<file path="src/sv/pzrd_pkg.sv">
`timescale 1ns / 1ps
// ----------------------------------------------------------------------------
// pzrd_pkg: shared types and constants of the zero-run pixel decoder
// Word formats, configuration register codes, controller states and the
// command and status bundles between controller and datapath.
// ----------------------------------------------------------------------------
package pzrd_pkg;

  // Symbol plus count field width, default for the top level parameter
  localparam int unsigned SymbolPlusCountBits = 16;

  // Fixed field widths
  localparam int unsigned ByteW     = 8;
  localparam int unsigned PixelW    = 8;
  localparam int unsigned CountW    = 32;
  localparam int unsigned BppW      = 4;
  localparam int unsigned DimW      = 16;
  localparam int unsigned CfgIdxW   = 2;
  localparam int unsigned CfgDataW  = 16;

  localparam logic [PixelW-1:0] PixelMask  = 8'hFF;
  localparam logic [BppW-1:0]   BppReset   = 4'd8;
  localparam logic [BppW-1:0]   BppMin     = 4'd1;
  localparam logic [BppW-1:0]   BppMax     = 4'd8;

  // Configuration register indexes
  typedef enum logic [CfgIdxW-1:0] {
    CFG_BPP    = 2'd0,
    CFG_WIDTH  = 2'd1,
    CFG_HEIGHT = 2'd2
  } cfg_idx_e;

  // Input word
  typedef struct packed {
    logic [ByteW-1:0] data_byte;
    logic             final_byte;
  } in_word_t;

  // Output word
  typedef struct packed {
    logic [PixelW-1:0] pixel_value;
    logic [CountW-1:0] repeat_count;
    logic              image_done;
    logic              clipped;
  } out_word_t;

  // Controller states
  typedef enum logic [1:0] {
    ST_IDLE,
    ST_DECODE,
    ST_TAIL,
    ST_FILL
  } state_e;

  // Controller to datapath
  typedef struct packed {
    logic load;   // append the accepted byte to the bit buffer
    logic step;   // take one symbol or count field
    logic tail;   // take the zero-padded remainder after the final byte
    logic fill;   // emit the closing zero run and clear image state
  } dp_cmd_t;

  // Datapath to controller
  typedef struct packed {
    logic have_bits;  // enough buffered bits for the next field
    logic out_free;   // output register can take a word this cycle
    logic last;       // the byte being decoded was marked final
  } dp_status_t;

endpackage

</file>
<file path="src/sv/pzrd_datapath.sv">
`timescale 1ns / 1ps
// ----------------------------------------------------------------------------
// pzrd_datapath: bit buffer, run emission and output register
// Holds the configuration registers, the LSB-first bit buffer, the
// symbol/count mode, the pixel counter and the registered output word.
// ----------------------------------------------------------------------------
module pzrd_datapath #(
  parameter int unsigned SYMBOL_PLUS_COUNT_BITS = pzrd_pkg::SymbolPlusCountBits
) (
  input  logic                           clk_i,
  input  logic                           rst_ni,
  input  logic                           cfg_valid_i,
  input  logic [pzrd_pkg::CfgIdxW-1:0]   cfg_index_i,
  input  logic [pzrd_pkg::CfgDataW-1:0]  cfg_data_i,
  input  pzrd_pkg::in_word_t             in_data_i,
  input  pzrd_pkg::dp_cmd_t              cmd_i,
  output pzrd_pkg::dp_status_t           status_o,
  input  logic                           out_ready_i,
  output logic                           out_valid_o,
  output pzrd_pkg::out_word_t            out_data_o
);
  import pzrd_pkg::*;

  // Buffer holds at most one short field plus one byte
  localparam int unsigned BufW  = SYMBOL_PLUS_COUNT_BITS + 6;
  localparam int unsigned FillW = $clog2(BufW + 1);
  localparam int unsigned TakeW = SYMBOL_PLUS_COUNT_BITS - 1;
  localparam int unsigned NeedW = $clog2(SYMBOL_PLUS_COUNT_BITS);

  logic [BppW-1:0]   bpp_q;
  logic [DimW-1:0]   width_q, height_q;
  logic [CountW-1:0] total_q;
  logic [BufW-1:0]   buf_q;
  logic [FillW-1:0]  fill_q;
  logic              rrc_q;
  logic              last_q;
  logic [CountW-1:0] pixels_q;
  logic              out_valid_q;
  out_word_t         out_q;

  logic [BppW-1:0]   sym_w;
  logic [NeedW-1:0]  need;
  logic [TakeW-1:0]  take_mask;
  logic [TakeW-1:0]  take_val;
  logic [CountW-1:0] remaining;
  logic              room;
  logic              emit_req, emit_ok, clip;
  logic [PixelW-1:0] emit_val;
  logic [CountW-1:0] emit_cnt, run_cnt;

  // Configuration registers
  always_ff @(posedge clk_i or negedge rst_ni) begin
    if (!rst_ni) begin
      bpp_q    <= BppReset;
      width_q  <= '0;
      height_q <= '0;
    end else if (cfg_valid_i) begin
      unique case (cfg_idx_e'(cfg_index_i))
        CFG_BPP:    bpp_q    <= cfg_data_i[BppW-1:0];
        CFG_WIDTH:  width_q  <= cfg_data_i[DimW-1:0];
        CFG_HEIGHT: height_q <= cfg_data_i[DimW-1:0];
        default: ;
      endcase
    end
  end

  // Register the image pixel count
  always_ff @(posedge clk_i or negedge rst_ni) begin
    if (!rst_ni) begin
      total_q <= '0;
    end else begin
      total_q <= CountW'(width_q) * CountW'(height_q);
    end
  end

  // Clamp symbol width and pick the field length
  always_comb begin
    if (bpp_q < BppMin) begin
      sym_w = BppMin;
    end else if (bpp_q > BppMax) begin
      sym_w = BppMax;
    end else begin
      sym_w = bpp_q;
    end
    need = rrc_q ? (NeedW'(SYMBOL_PLUS_COUNT_BITS) - NeedW'(sym_w)) : NeedW'(sym_w);
  end

  // Extract the next field; on tail the buffer holds only valid bits
  always_comb begin
    for (int i = 0; i < TakeW; i++) begin
      take_mask[i] = (NeedW'(i) < need);
    end
    take_val = cmd_i.tail ? buf_q[TakeW-1:0] : (buf_q[TakeW-1:0] & take_mask);
  end

  // Select the run to emit
  always_comb begin
    emit_req = 1'b0;
    emit_val = '0;
    emit_cnt = '0;
    if (cmd_i.step || cmd_i.tail) begin
      if (rrc_q) begin
        emit_req = 1'b1;
        emit_cnt = CountW'(take_val);
      end else if (take_val != '0) begin
        emit_req = 1'b1;
        emit_val = take_val[PixelW-1:0] & PixelMask;
        emit_cnt = CountW'(1);
      end
    end else if (cmd_i.fill) begin
      emit_req = 1'b1;
      emit_cnt = remaining;
    end
  end

  // Clip the run against the pixels left in the image
  assign remaining = total_q - pixels_q;
  assign room      = (pixels_q < total_q);
  assign emit_ok   = emit_req && (emit_cnt != '0) && room;
  assign clip      = (emit_cnt > remaining);
  assign run_cnt   = clip ? remaining : emit_cnt;

  // Bit buffer, mode and pixel count
  always_ff @(posedge clk_i or negedge rst_ni) begin
    if (!rst_ni) begin
      buf_q    <= '0;
      fill_q   <= '0;
      rrc_q    <= 1'b0;
      last_q   <= 1'b0;
      pixels_q <= '0;
    end else begin
      if (cmd_i.load) begin
        buf_q  <= buf_q | (BufW'(in_data_i.data_byte) << fill_q);
        fill_q <= fill_q + FillW'(ByteW);
        last_q <= in_data_i.final_byte;
      end else if (cmd_i.step) begin
        buf_q  <= buf_q >> need;
        fill_q <= fill_q - FillW'(need);
        rrc_q  <= rrc_q ? 1'b0 : (take_val == '0);
      end else if (cmd_i.tail || cmd_i.fill) begin
        buf_q  <= '0;
        fill_q <= '0;
        rrc_q  <= 1'b0;
      end
      if (cmd_i.fill) begin
        pixels_q <= '0;
      end else if (emit_ok) begin
        pixels_q <= pixels_q + run_cnt;
      end
    end
  end

  // Output register: load on emission, drop when taken
  always_ff @(posedge clk_i or negedge rst_ni) begin
    if (!rst_ni) begin
      out_valid_q <= 1'b0;
    end else if (emit_ok) begin
      out_valid_q <= 1'b1;
    end else if (out_ready_i) begin
      out_valid_q <= 1'b0;
    end
  end

  always_ff @(posedge clk_i) begin
    if (emit_ok) begin
      out_q.pixel_value  <= emit_val;
      out_q.repeat_count <= run_cnt;
      out_q.image_done   <= (run_cnt == remaining);
      out_q.clipped      <= clip;
    end
  end

  assign out_valid_o        = out_valid_q;
  assign out_data_o         = out_q;
  assign status_o.have_bits = (fill_q >= FillW'(need));
  assign status_o.out_free  = !out_valid_q || out_ready_i;
  assign status_o.last      = last_q;

endmodule

</file>
<file path="src/sv/pzrd_ctrl.sv">
`timescale 1ns / 1ps
// ----------------------------------------------------------------------------
// pzrd_ctrl: decode sequencer
// Accepts a byte, steps the buffered fields one per cycle while output is
// free, and after the final byte runs the padded tail and the closing fill.
// ----------------------------------------------------------------------------
module pzrd_ctrl (
  input  logic                  clk_i,
  input  logic                  rst_ni,
  input  logic                  in_valid_i,
  output logic                  in_ready_o,
  input  pzrd_pkg::dp_status_t  status_i,
  output pzrd_pkg::dp_cmd_t     cmd_o
);
  import pzrd_pkg::*;

  state_e state_q, state_d;

  always_ff @(posedge clk_i or negedge rst_ni) begin
    if (!rst_ni) begin
      state_q <= ST_IDLE;
    end else begin
      state_q <= state_d;
    end
  end

  // Next state
  always_comb begin
    state_d = state_q;
    unique case (state_q)
      ST_IDLE: begin
        if (in_valid_i) state_d = ST_DECODE;
      end
      ST_DECODE: begin
        if (!status_i.have_bits) state_d = status_i.last ? ST_TAIL : ST_IDLE;
      end
      ST_TAIL: begin
        if (status_i.out_free) state_d = ST_FILL;
      end
      ST_FILL: begin
        if (status_i.out_free) state_d = ST_IDLE;
      end
      default: state_d = ST_IDLE;
    endcase
  end

  // Commands; hold every step, tail and fill until the output slot is free
  always_comb begin
    cmd_o      = '0;
    in_ready_o = 1'b0;
    unique case (state_q)
      ST_IDLE: begin
        in_ready_o = 1'b1;
        cmd_o.load = in_valid_i;
      end
      ST_DECODE: cmd_o.step = status_i.have_bits && status_i.out_free;
      ST_TAIL:   cmd_o.tail = status_i.out_free;
      ST_FILL:   cmd_o.fill = status_i.out_free;
      default: ;
    endcase
  end

endmodule

</file>
<file path="src/sv/packed_zero_run_pixel_decoder_top.sv">
// A byte enters the bit buffer at its accepting edge; the first decode step
// that emits loads its first run into the output register.
// A new byte is taken only in idle, after every symbol or count field that the
// last byte completed has been stepped; a final byte adds the padded tail and
// the fill run; output stalls hold the steps, the tail and the fill.
// Reset: asynchronous, active low; clears decode state, sets width 8, size 0.
`timescale 1ns / 1ps
// ----------------------------------------------------------------------------
// packed_zero_run_pixel_decoder_top: zero-run pixel stream decoder
// Reads packed symbols LSB first from a byte stream and emits value/count
// runs clipped to the configured image size.
// ----------------------------------------------------------------------------
module packed_zero_run_pixel_decoder_top #(
  parameter int unsigned SYMBOL_PLUS_COUNT_BITS = pzrd_pkg::SymbolPlusCountBits
) (
  input  logic                           clk_i,
  input  logic                           rst_ni,
  input  logic                           cfg_valid_i,
  output logic                           cfg_ready_o,
  input  logic [pzrd_pkg::CfgIdxW-1:0]   cfg_index_i,
  input  logic [pzrd_pkg::CfgDataW-1:0]  cfg_data_i,
  input  logic                           in_valid_i,
  output logic                           in_ready_o,
  input  pzrd_pkg::in_word_t             in_data_i,
  output logic                           out_valid_o,
  input  logic                           out_ready_i,
  output pzrd_pkg::out_word_t            out_data_o
);
  import pzrd_pkg::*;

  dp_cmd_t    cmd;
  dp_status_t status;

  // Registers are always writable
  assign cfg_ready_o = 1'b1;

  pzrd_ctrl u_ctrl (
    .clk_i      (clk_i),
    .rst_ni     (rst_ni),
    .in_valid_i (in_valid_i),
    .in_ready_o (in_ready_o),
    .status_i   (status),
    .cmd_o      (cmd)
  );

  pzrd_datapath #(
    .SYMBOL_PLUS_COUNT_BITS (SYMBOL_PLUS_COUNT_BITS)
  ) u_datapath (
    .clk_i       (clk_i),
    .rst_ni      (rst_ni),
    .cfg_valid_i (cfg_valid_i),
    .cfg_index_i (cfg_index_i),
    .cfg_data_i  (cfg_data_i),
    .in_data_i   (in_data_i),
    .cmd_i       (cmd),
    .status_o    (status),
    .out_ready_i (out_ready_i),
    .out_valid_o (out_valid_o),
    .out_data_o  (out_data_o)
  );

endmodule

</file>
<file path="config.mk">
export PLATFORM = sky130hd
export DESIGN_NAME = packed_zero_run_pixel_decoder_top
export DESIGN_NICKNAME = d
export VERILOG_FILES = /design/src/sv/pzrd_pkg.sv /design/src/sv/pzrd_datapath.sv /design/src/sv/pzrd_ctrl.sv /design/src/sv/packed_zero_run_pixel_decoder_top.sv
export SDC_FILE = /design/constraint.sdc
export NUM_CORES = 1
export LEC_CHECK = 0
export BUFFER_PORTS_ARGS = -buffer_cell sky130_fd_sc_hd__buf_4
export CORE_MARGIN = 10
export CORE_UTILIZATION = 38
export DETAILED_ROUTE_END_ITERATION = 16
export GPL_TIMING_DRIVEN = 0
export PLACE_DENSITY_LB_ADDON = 0.3
export SYNTH_ARGS = -nofsm -noshare
export SYNTH_HDL_FRONTEND = slang
export SYNTH_SLANG_ARGS = --single-unit
</file>
<file path="constraint.sdc">
create_clock -name clk_i -period 20.4 [get_ports clk_i]
set_input_delay 3.06 -clock clk_i [delete_from_list [all_inputs] [get_ports clk_i]]
set_output_delay 3.06 -clock clk_i [all_outputs]
set_load 0.02 [all_outputs]
</file>
==> Yosys cells after proc, flatten, opt, wreduce, memory -nomap -nowiden <==
Index checks and enable logic that the tools add are counted.
{ "word_totals": {"ff_bits": 174, "latch_bits": 0, "mem_bits_rw": 0, "rom_bits": 0, "input_bits": 32, "output_inout_bits": 45, "elab_cells": 117, "n_memories": 0} }
{ "classes": {"addsub": 5, "mul": 1, "div_mod_pow": 0, "order_cmp": 20, "eq_ne": 10, "n_shift": 2, "muxes": 37, "n_bitwise": 5, "reduce_logical": 22} }
{ "op_table": {"columns": ["cell", "count"], "rows": [
  ["2-to-1 mux 32 bit", 6],
  ["2-to-1 mux 22 bit", 3],
  ["adder 32 bit", 1],
  ["equality test 32 bit", 1],
  ["greater-than comparator 32 bit", 1],
  ["less-than comparator 32 bit", 1],
  ["multiplier 16 x 16 -> 32 bit", 1],
  ["nonzero test 32 bit", 1],
  ["subtractor 32 bit", 1],
  ["less-than comparator 4 bit, first input constant", 7],
  ["OR 22 bit", 1],
  ["left shift 8 x 5 -> 22 bit", 1],
  [">> shifter 22 x 4 -> 22 bit", 1],
  ["less-than comparator 3 x 4 -> 1 bit, first input constant", 4],
  ["AND 15 bit", 1],
  ["zero test 15 bit", 1],
  ["2-to-1 mux 1 bit", 15],
  ["2-to-1 mux 15 bit", 1],
  ["2-to-1 mux 5 bit", 3],
  ["nonzero test 15 bit", 1],
  ["2-to-1 mux 4 bit", 3],
  ["2-to-1 mux 2 bit", 5],
  ["less-than comparator 1 x 4 -> 1 bit, first input constant", 2],
  ["less-than comparator 2 x 4 -> 1 bit, first input constant", 2],
  ["21 further kinds", 38]
]} }

==> Longest topological paths before layout <==
{ "logic_depth": {"word_depth": 17, "depth_mapped": 42, "mapped_depth_nobuf": 35} }

==> Cells and area by module <==
A second synthesis with hierarchy kept.
{ "hier_totals": {"hier_cells": 2400, "hier_area_um2": 21411.8} }
{ "modules_own_cells": {"columns": ["module", "n_inst", "cells_each", "area_each_um2", "seq_area_each_um2"], "rows": [
  ["pzrd_datapath", 1, 2382, 21279.2, 4515.6],
  ["pzrd_ctrl", 1, 16, 121.4, 50.0],
  ["packed_zero_run_pixel_decoder_top", 1, 2, 11.3, 0.0]
]} }

==> Least setup slack after synthesis <==
Ideal clock, no wire load.
{ "synth_path": {"path_type": "in2reg", "startpoint": "input out_ready_i", "endpoint": "register u_datapath.pixels_q[31]", "setup_time_ps": 78, "t_arrival_ps": 9119, "required_time_ps": 20322, "slack_ps": 11203, "path_stages": 30, "n_path_buf": 6, "path_cell_list": "nand2b_1 clkbuf_1 nand3_1 buf_1 clkbuf_1 buf_1 o21ai_0 ha_1 nor2b_1 o211ai_1 a21oi_1 o311a_1 nor3_1 a31o_2 clkbuf_1 and2_1 clkbuf_1 o22ai_1 ha_1 a211oi_1 o21ai_0 o21a_1 nor3_1 nor3_1 o31ai_1 a31oi_1 o41ai_1 xor2_1 or3_1 a21oi_1"} }
{ "synth_via": {"elab_chain_cells": 12, "word_cells_on_any_way": 25, "classes_between": "add/sub: 1; order compare: 1; mux: 15; reduce/logical: 8"} }
{ "synth_lines": {"columns": ["element", "line", "text"], "rows": [
  ["from (decl)", "packed_zero_run_pixel_decoder_top.sv:26", "input logic out_ready_i,"],
  ["logical OR 1 bit (*)", "pzrd_datapath.sv:176", "assign status_o.out_free = !out_valid_q || out_ready_i;"],
  ["2-to-1 mux 1 bit", "pzrd_ctrl.sv:51", "unique case (state_q)"],
  ["2-to-1 mux 15 bit", "pzrd_datapath.sv:93", "take_val = cmd_i.tail ? buf_q[TakeW-1:0] : (buf_q[TakeW-1:0] & take_mask);"],
  ["nonzero test 15 bit", "pzrd_datapath.sv:105", "end else if (take_val != '0) begin"],
  ["2-to-1 mux 1 bit", "pzrd_datapath.sv:105", null],
  ["2-to-1 mux 32 bit", "pzrd_datapath.sv:102", "if (rrc_q) begin"],
  ["2-to-1 mux 32 bit (*)", "pzrd_datapath.sv:101", "if (cmd_i.step || cmd_i.tail) begin"],
  ["greater-than comparator 32 bit", "pzrd_datapath.sv:120", "assign clip = (emit_cnt > remaining);"],
  ["2-to-1 mux 32 bit (*)", "pzrd_datapath.sv:121", "assign run_cnt = clip ? remaining : emit_cnt;"],
  ["named net u_datapath.run_cnt[1]", "pzrd_datapath.sv:49", "logic [CountW-1:0] emit_cnt, run_cnt;"],
  ["adder 32 bit (*)", "pzrd_datapath.sv:148", "pixels_q <= pixels_q + run_cnt;"],
  ["2-to-1 mux 32 bit (*)", "pzrd_datapath.sv:147", "end else if (emit_ok) begin"],
  ["2-to-1 mux 32 bit (*)", "pzrd_datapath.sv:145", "if (cmd_i.fill) begin"],
  ["to (signal assigned)", "pzrd_datapath.sv:148", null],
  ["to (decl)", "pzrd_datapath.sv:37", "logic [CountW-1:0] pixels_q;"]
]} }
Mark *: on every way through the listed nets, which the timed path passes. The rest lies on a longest branch. The select of a mux whose other input is x is not followed.
A chain may end at the register's enable or synchronous reset.

==> Worst setup path in the final report <==
{ "layout_path": {"startpoint": "register u_datapath.bpp_q[2]", "endpoint": "register u_datapath.pixels_q[31]"} }
{ "layout_via": {"elab_chain_cells": 17, "word_cells_on_any_way": 43, "classes_between": "add/sub: 2; order compare: 19; mux: 14; bitwise: 1; reduce/logical: 7"} }
{ "layout_lines": {"columns": ["element", "line", "text"], "rows": [
  ["from (decl)", "pzrd_datapath.sv:30", "logic [BppW-1:0] bpp_q;"],
  ["from (signal assigned)", "pzrd_datapath.sv:54", "bpp_q <= BppReset;"],
  ["from (signal assigned)", "pzrd_datapath.sv:59", "CFG_BPP: bpp_q <= cfg_data_i[BppW-1:0];"],
  ["greater-than comparator 4 bit", "pzrd_datapath.sv:80", "end else if (bpp_q > BppMax) begin"],
  ["2-to-1 mux 4 bit", "pzrd_datapath.sv:80", null],
  ["2-to-1 mux 4 bit (*)", "pzrd_datapath.sv:78", "if (bpp_q < BppMin) begin"],
  ["subtractor 1 x 4 -> 4 bit", "pzrd_datapath.sv:85", "need = rrc_q ? (NeedW'(SYMBOL_PLUS_COUNT_BITS) - NeedW'(sym_w)) : NeedW'(sym_w);"],
  ["2-to-1 mux 4 bit (*)", "pzrd_datapath.sv:85", null],
  ["less-than comparator 1 x 4 -> 1 bit, or another cell as far along", "pzrd_datapath.sv:91", "take_mask[i] = (NeedW'(i) < need);"],
  ["AND 15 bit", "pzrd_datapath.sv:93", null],
  ["2-to-1 mux 15 bit", "pzrd_datapath.sv:93", null],
  ["[3 not listed]", null, null],
  ["2-to-1 mux 32 bit (*)", "pzrd_datapath.sv:101", null],
  ["greater-than comparator 32 bit (*)", "pzrd_datapath.sv:120", null],
  ["named net u_datapath.clip", "pzrd_datapath.sv:47", "logic emit_req, emit_ok, clip;"],
  ["2-to-1 mux 32 bit (*)", "pzrd_datapath.sv:121", null],
  ["named net u_datapath.run_cnt[1]", "pzrd_datapath.sv:49", null],
  ["adder 32 bit (*)", "pzrd_datapath.sv:148", null],
  ["2-to-1 mux 32 bit (*)", "pzrd_datapath.sv:147", null],
  ["2-to-1 mux 32 bit (*)", "pzrd_datapath.sv:145", null]
]} }
Marked as above.

==> qor.log <==
INFO  routing        drt-vias-per-instance=5.54
INFO  final_layout   fin_util=0.420
INFO  yosys          synth.top_cell.area_share=0.184
INFO  yosys          yosysSeqAreaShare=0.213
INFO  clock_tree     clock_tree_from_tritoncts=done
INFO  timing         post-route-period-util=0.582
INFO  global_route   number_of_global_route_vias_before_repair=18,600
INFO  final_layout   insertedDiodeCount=0
INFO  routing        post-route-drc-count=0
INFO  routing        routed_wire_length_per_instance=20.2microns
INFO  yosys          avgSynthCellArea=8.89squm
INFO  floorplanning  io-pin-count=77
INFO  routing        antenna_violating_nets_post_route=0
INFO  yosys          number_of_flops_mapped_to_enable_cells_by_yosys=42
INFO  clock_tree     count_of_hold_fix_buffers_inserted_at_cts=0
INFO  placement      dpl.hpwl=54,000microns
INFO  timing         final_setup_vio_count=0
INFO  timing         hold_viol=0
INFO  yosys          synth_cell_types=102
INFO  timing         layout_min_cycle_time=11,880ps
INFO  global_route   antenna_found_initial=0
INFO  worst_hold_path hold_path.class=flip-flop to flip-flop
INFO  timing         finalWorstSetupSlack=8520ps
INFO  floorplanning  die_height=258microns
INFO  clock_tree     count_of_instances_resized_after_the_clock_tree_is_built=0
INFO  routing        finalWirelength=66,400microns
INFO  setup_path     crit_slowest_cell=sky130_fd_sc_hd__clkbuf_1
INFO  global_route   groute.usage.overall=0.201
INFO  run            timing.max_cap.violations=0
INFO  final_layout   fillCellCount=5,690
INFO  clock_tree     clockBufferDepth=2
INFO  placement      place.port_buffers=75
INFO  timing         grt_setup_unrepaired=no
INFO  floorplanning  fp.coreArea=0.0562sqmm
INFO  global_route   gr-total-overflow=0
INFO  timing         slew_headroom=0.257
INFO  final_layout   finalNetCount=2,950
INFO  yosys          synth_async_sr_flop_share=0.759
INFO  timing         skew=17.0ps
INFO  placement      dpl_worst_slack=8740ps
INFO  yosys          synth_top_area_cell=sky130_fd_sc_hd__fa_1
INFO  clock_tree     clkLatencyLatePin=510ps
INFO  yosys          yosysMostFrequentCell=sky130_fd_sc_hd__inv_1
INFO  yosys          synth_area=0.0215sqmm
INFO  clock_tree     postCtsSetupRepairBufs=0
INFO  timing         worstMarginPinSlew=1110ps
INFO  clock_tree     cts_sinks=174
INFO  setup_path     timing.setup.critical_path_class=flip-flop to flip-flop
INFO  yosys          synth.ff_latch_count=174
INFO  setup_path     critPathLaunchType=flip-flop
INFO  yosys          post_synth_inst_count=2,416
INFO  clock_tree     cts_root_buf=sky130_fd_sc_hd__clkbuf_16
INFO  timing         fin_setup_tns=0ps
INFO  yosys          synth_top_cells_by_area=sky130_fd_sc_hd__fa_1 (18%), sky130_fd_sc_hd__dfrtp_1 (15%), sky130_fd_sc_hd__ha_1 (12%)
INFO  clock_tree     cts.clk_slew.worst_paths=80ps
INFO  timing         timing_max_transition_violations_final=0
INFO  timing         fmaxAchievable=84.2MHz
INFO  yosys          postSynth.topFlopCell=sky130_fd_sc_hd__dfrtp_1
INFO  yosys          ys_top_cells_by_count=sky130_fd_sc_hd__inv_1 (292), sky130_fd_sc_hd__nand2_1 (284), sky130_fd_sc_hd__ha_1 (209)
INFO  setup_path     cp_data_required_time=20,830ps
INFO  final_layout   area_growth=9.95%
INFO  clock_tree     htreeDepth=4
INFO  floorplanning  start_util=0.382
INFO  global_route   grt_first_pass_wirelength=106,000microns
INFO  routing        first_pass_iters=6
INFO  global_route   maximum_number_of_pins_on_one_net_before_global_route_repair=88
INFO  setup_path     critPathMaxStageDelay=600ps
INFO  final_layout   post_route_cells_drive_above_1_share=0.0828
INFO  floorplanning  dieWidth=258microns
INFO  placement      routability_congestion=0.929
INFO  yosys          synthesis.nets=2,854
INFO  setup_path     crit_path_frequent_cell=sky130_fd_sc_hd__clkbuf_1
INFO  clock_tree     tritoncts.num_buffers=17
INFO  yosys          synthesis.yosys.warnings=0
INFO  setup_path     worst_ep_arrival_time=12,300ps
INFO  routing        drc_marker_count_from_the_first_detailed_route_iteration=1,353
INFO  status         run_status=finished, final reports clean
INFO  setup_path     setup.worst_path.end_class=flip-flop
INFO  floorplanning  fp-row-count=87
INFO  floorplanning  dieArea=0.0664sqmm
INFO  routing        num_vias=18,200
INFO  setup_path     critical_path_peak_fanout=10
==> path summary, 6_finish.rpt <==
path	from	to	slack, ps	cells past startpoint
min	u_datapath.last_q$_DFFE_PN0P_	u_datapath.last_q$_DFFE_PN0P_	500	2
max reg2reg	u_datapath.bpp_q[2]$_DFFE_PN0P_	u_datapath.pixels_q[31]$_DFFE_PN0P_	8520	41
max	u_datapath.bpp_q[2]$_DFFE_PN0P_	u_datapath.pixels_q[31]$_DFFE_PN0P_	8520	41
min in group asynchronous	rst_ni	u_datapath.buf_q[3]$_DFFE_PN0P_	2510	1
min reg2reg	u_datapath.last_q$_DFFE_PN0P_	u_datapath.last_q$_DFFE_PN0P_	500	2
max in group asynchronous	rst_ni	u_datapath.bpp_q[3]$_DFFE_PN1P_	17050	2
==> cell type report <==
type                    instances  area [sq um]  share of cell area
clock inverters                15           149             0.00631
flip-flops and latches        174          4570               0.193
plain buffers                 110           455              0.0193
repair buffers                 77           614              0.0260
well taps                     756           946              0.0401
multi-input cells            1840         15400               0.650
clock buffers                  17           425              0.0180
inverters                     292          1100              0.0464
==> critical path: cells and delay by family, from the launching register on <==
kind / cells / cell delay [ps]
xor gates and xnor gates: 1 / 180
and+or+nand+nor: 9 / 1820
buffers and inverters: 9 / 3510
adders and majority gates: 5 / 1670
DFF: 1 / 570
AOI/OAI and AO/OA: 17 / 4040
==> metal layers <==
layer | vias to the layer above | part of all wire | track usage
met2 | 634 | 0.45 | 0.320
li1 | 8416 | - | -
met1 | 9005 | 0.46 | 0.276
met4 | 0 | 0.023 | 0.0552
met3 | 108 | 0.061 | 0.0373
met5 | - | 0 | 0
==> cells in the final DEF (no fill, tap or decap), drive strengths merged, types with 22 or more instances in the layout <==
cell type,netlist,final
a211oi,22,22
a21o,49,49
a21oi,134,134
and2,111,111
buf,21,98
clkbuf,89,106
dfrtp,131,131
edfxtp,42,42
fa,197,197
ha,209,209
inv,292,301
mux2,43,43
mux2i,52,52
nand2,285,285
nand3,55,55
nor2,142,142
nor3,34,34
o21a,26,26
o21ai,80,80
o22ai,23,23
o31ai,30,30
xnor2,43,43
xor2,39,39
==> flip-flops by register name, indices dropped and copies added, names as in the netlist, named ones only <==
| signal | count |
|---|---|
| u_datapath.width_q | 16 |
| u_ctrl.state_q | 1 |
| u_datapath.out_data_o | 42 |
| u_datapath.height_q | 16 |
| u_datapath.fill_q | 5 |
| u_datapath.pixels_q | 32 |
| u_datapath.rrc_q | 1 |
| u_datapath.out_valid_o | 1 |
| u_datapath.buf_q | 22 |
| u_datapath.last_q | 1 |
| u_datapath.total_q | 32 |
| u_datapath.bpp_q | 4 |
==> kinds of logic (layout without fill, tap and decap cells) <==
| kind of cell | count (synthesis) | in the layout | synth area share |
|---|---|---|---|
| compound gates | 493 | 493 | 0.157 |
| xor+xnor | 82 | 82 | 0.0347 |
| fa+ha+maj | 408 | 408 | 0.306 |
| buf+inv | 402 | 511 | 0.0723 |
| flops | 174 | 174 | 0.213 |
| mux | 95 | 95 | 0.0468 |
| other cells | 1 | 1 | 0.000175 |
| simple gates | 761 | 761 | 0.170 |
==> stage by stage <==
step	area, sq um	hold WS [ps]	instances
2_1_floorplan	21500	446	2416
4_1_cts	23600	504	3281
3_5_place_dp	23000	485	3249
6_report	23600	502	3281
5_1_grt	23600	529	3281
3_3_place_gp	23000	479	3247
Power is left out: the tool's default activity adds up to more than one toggle a clock period on the data nets, which glitch-free logic cannot reach.
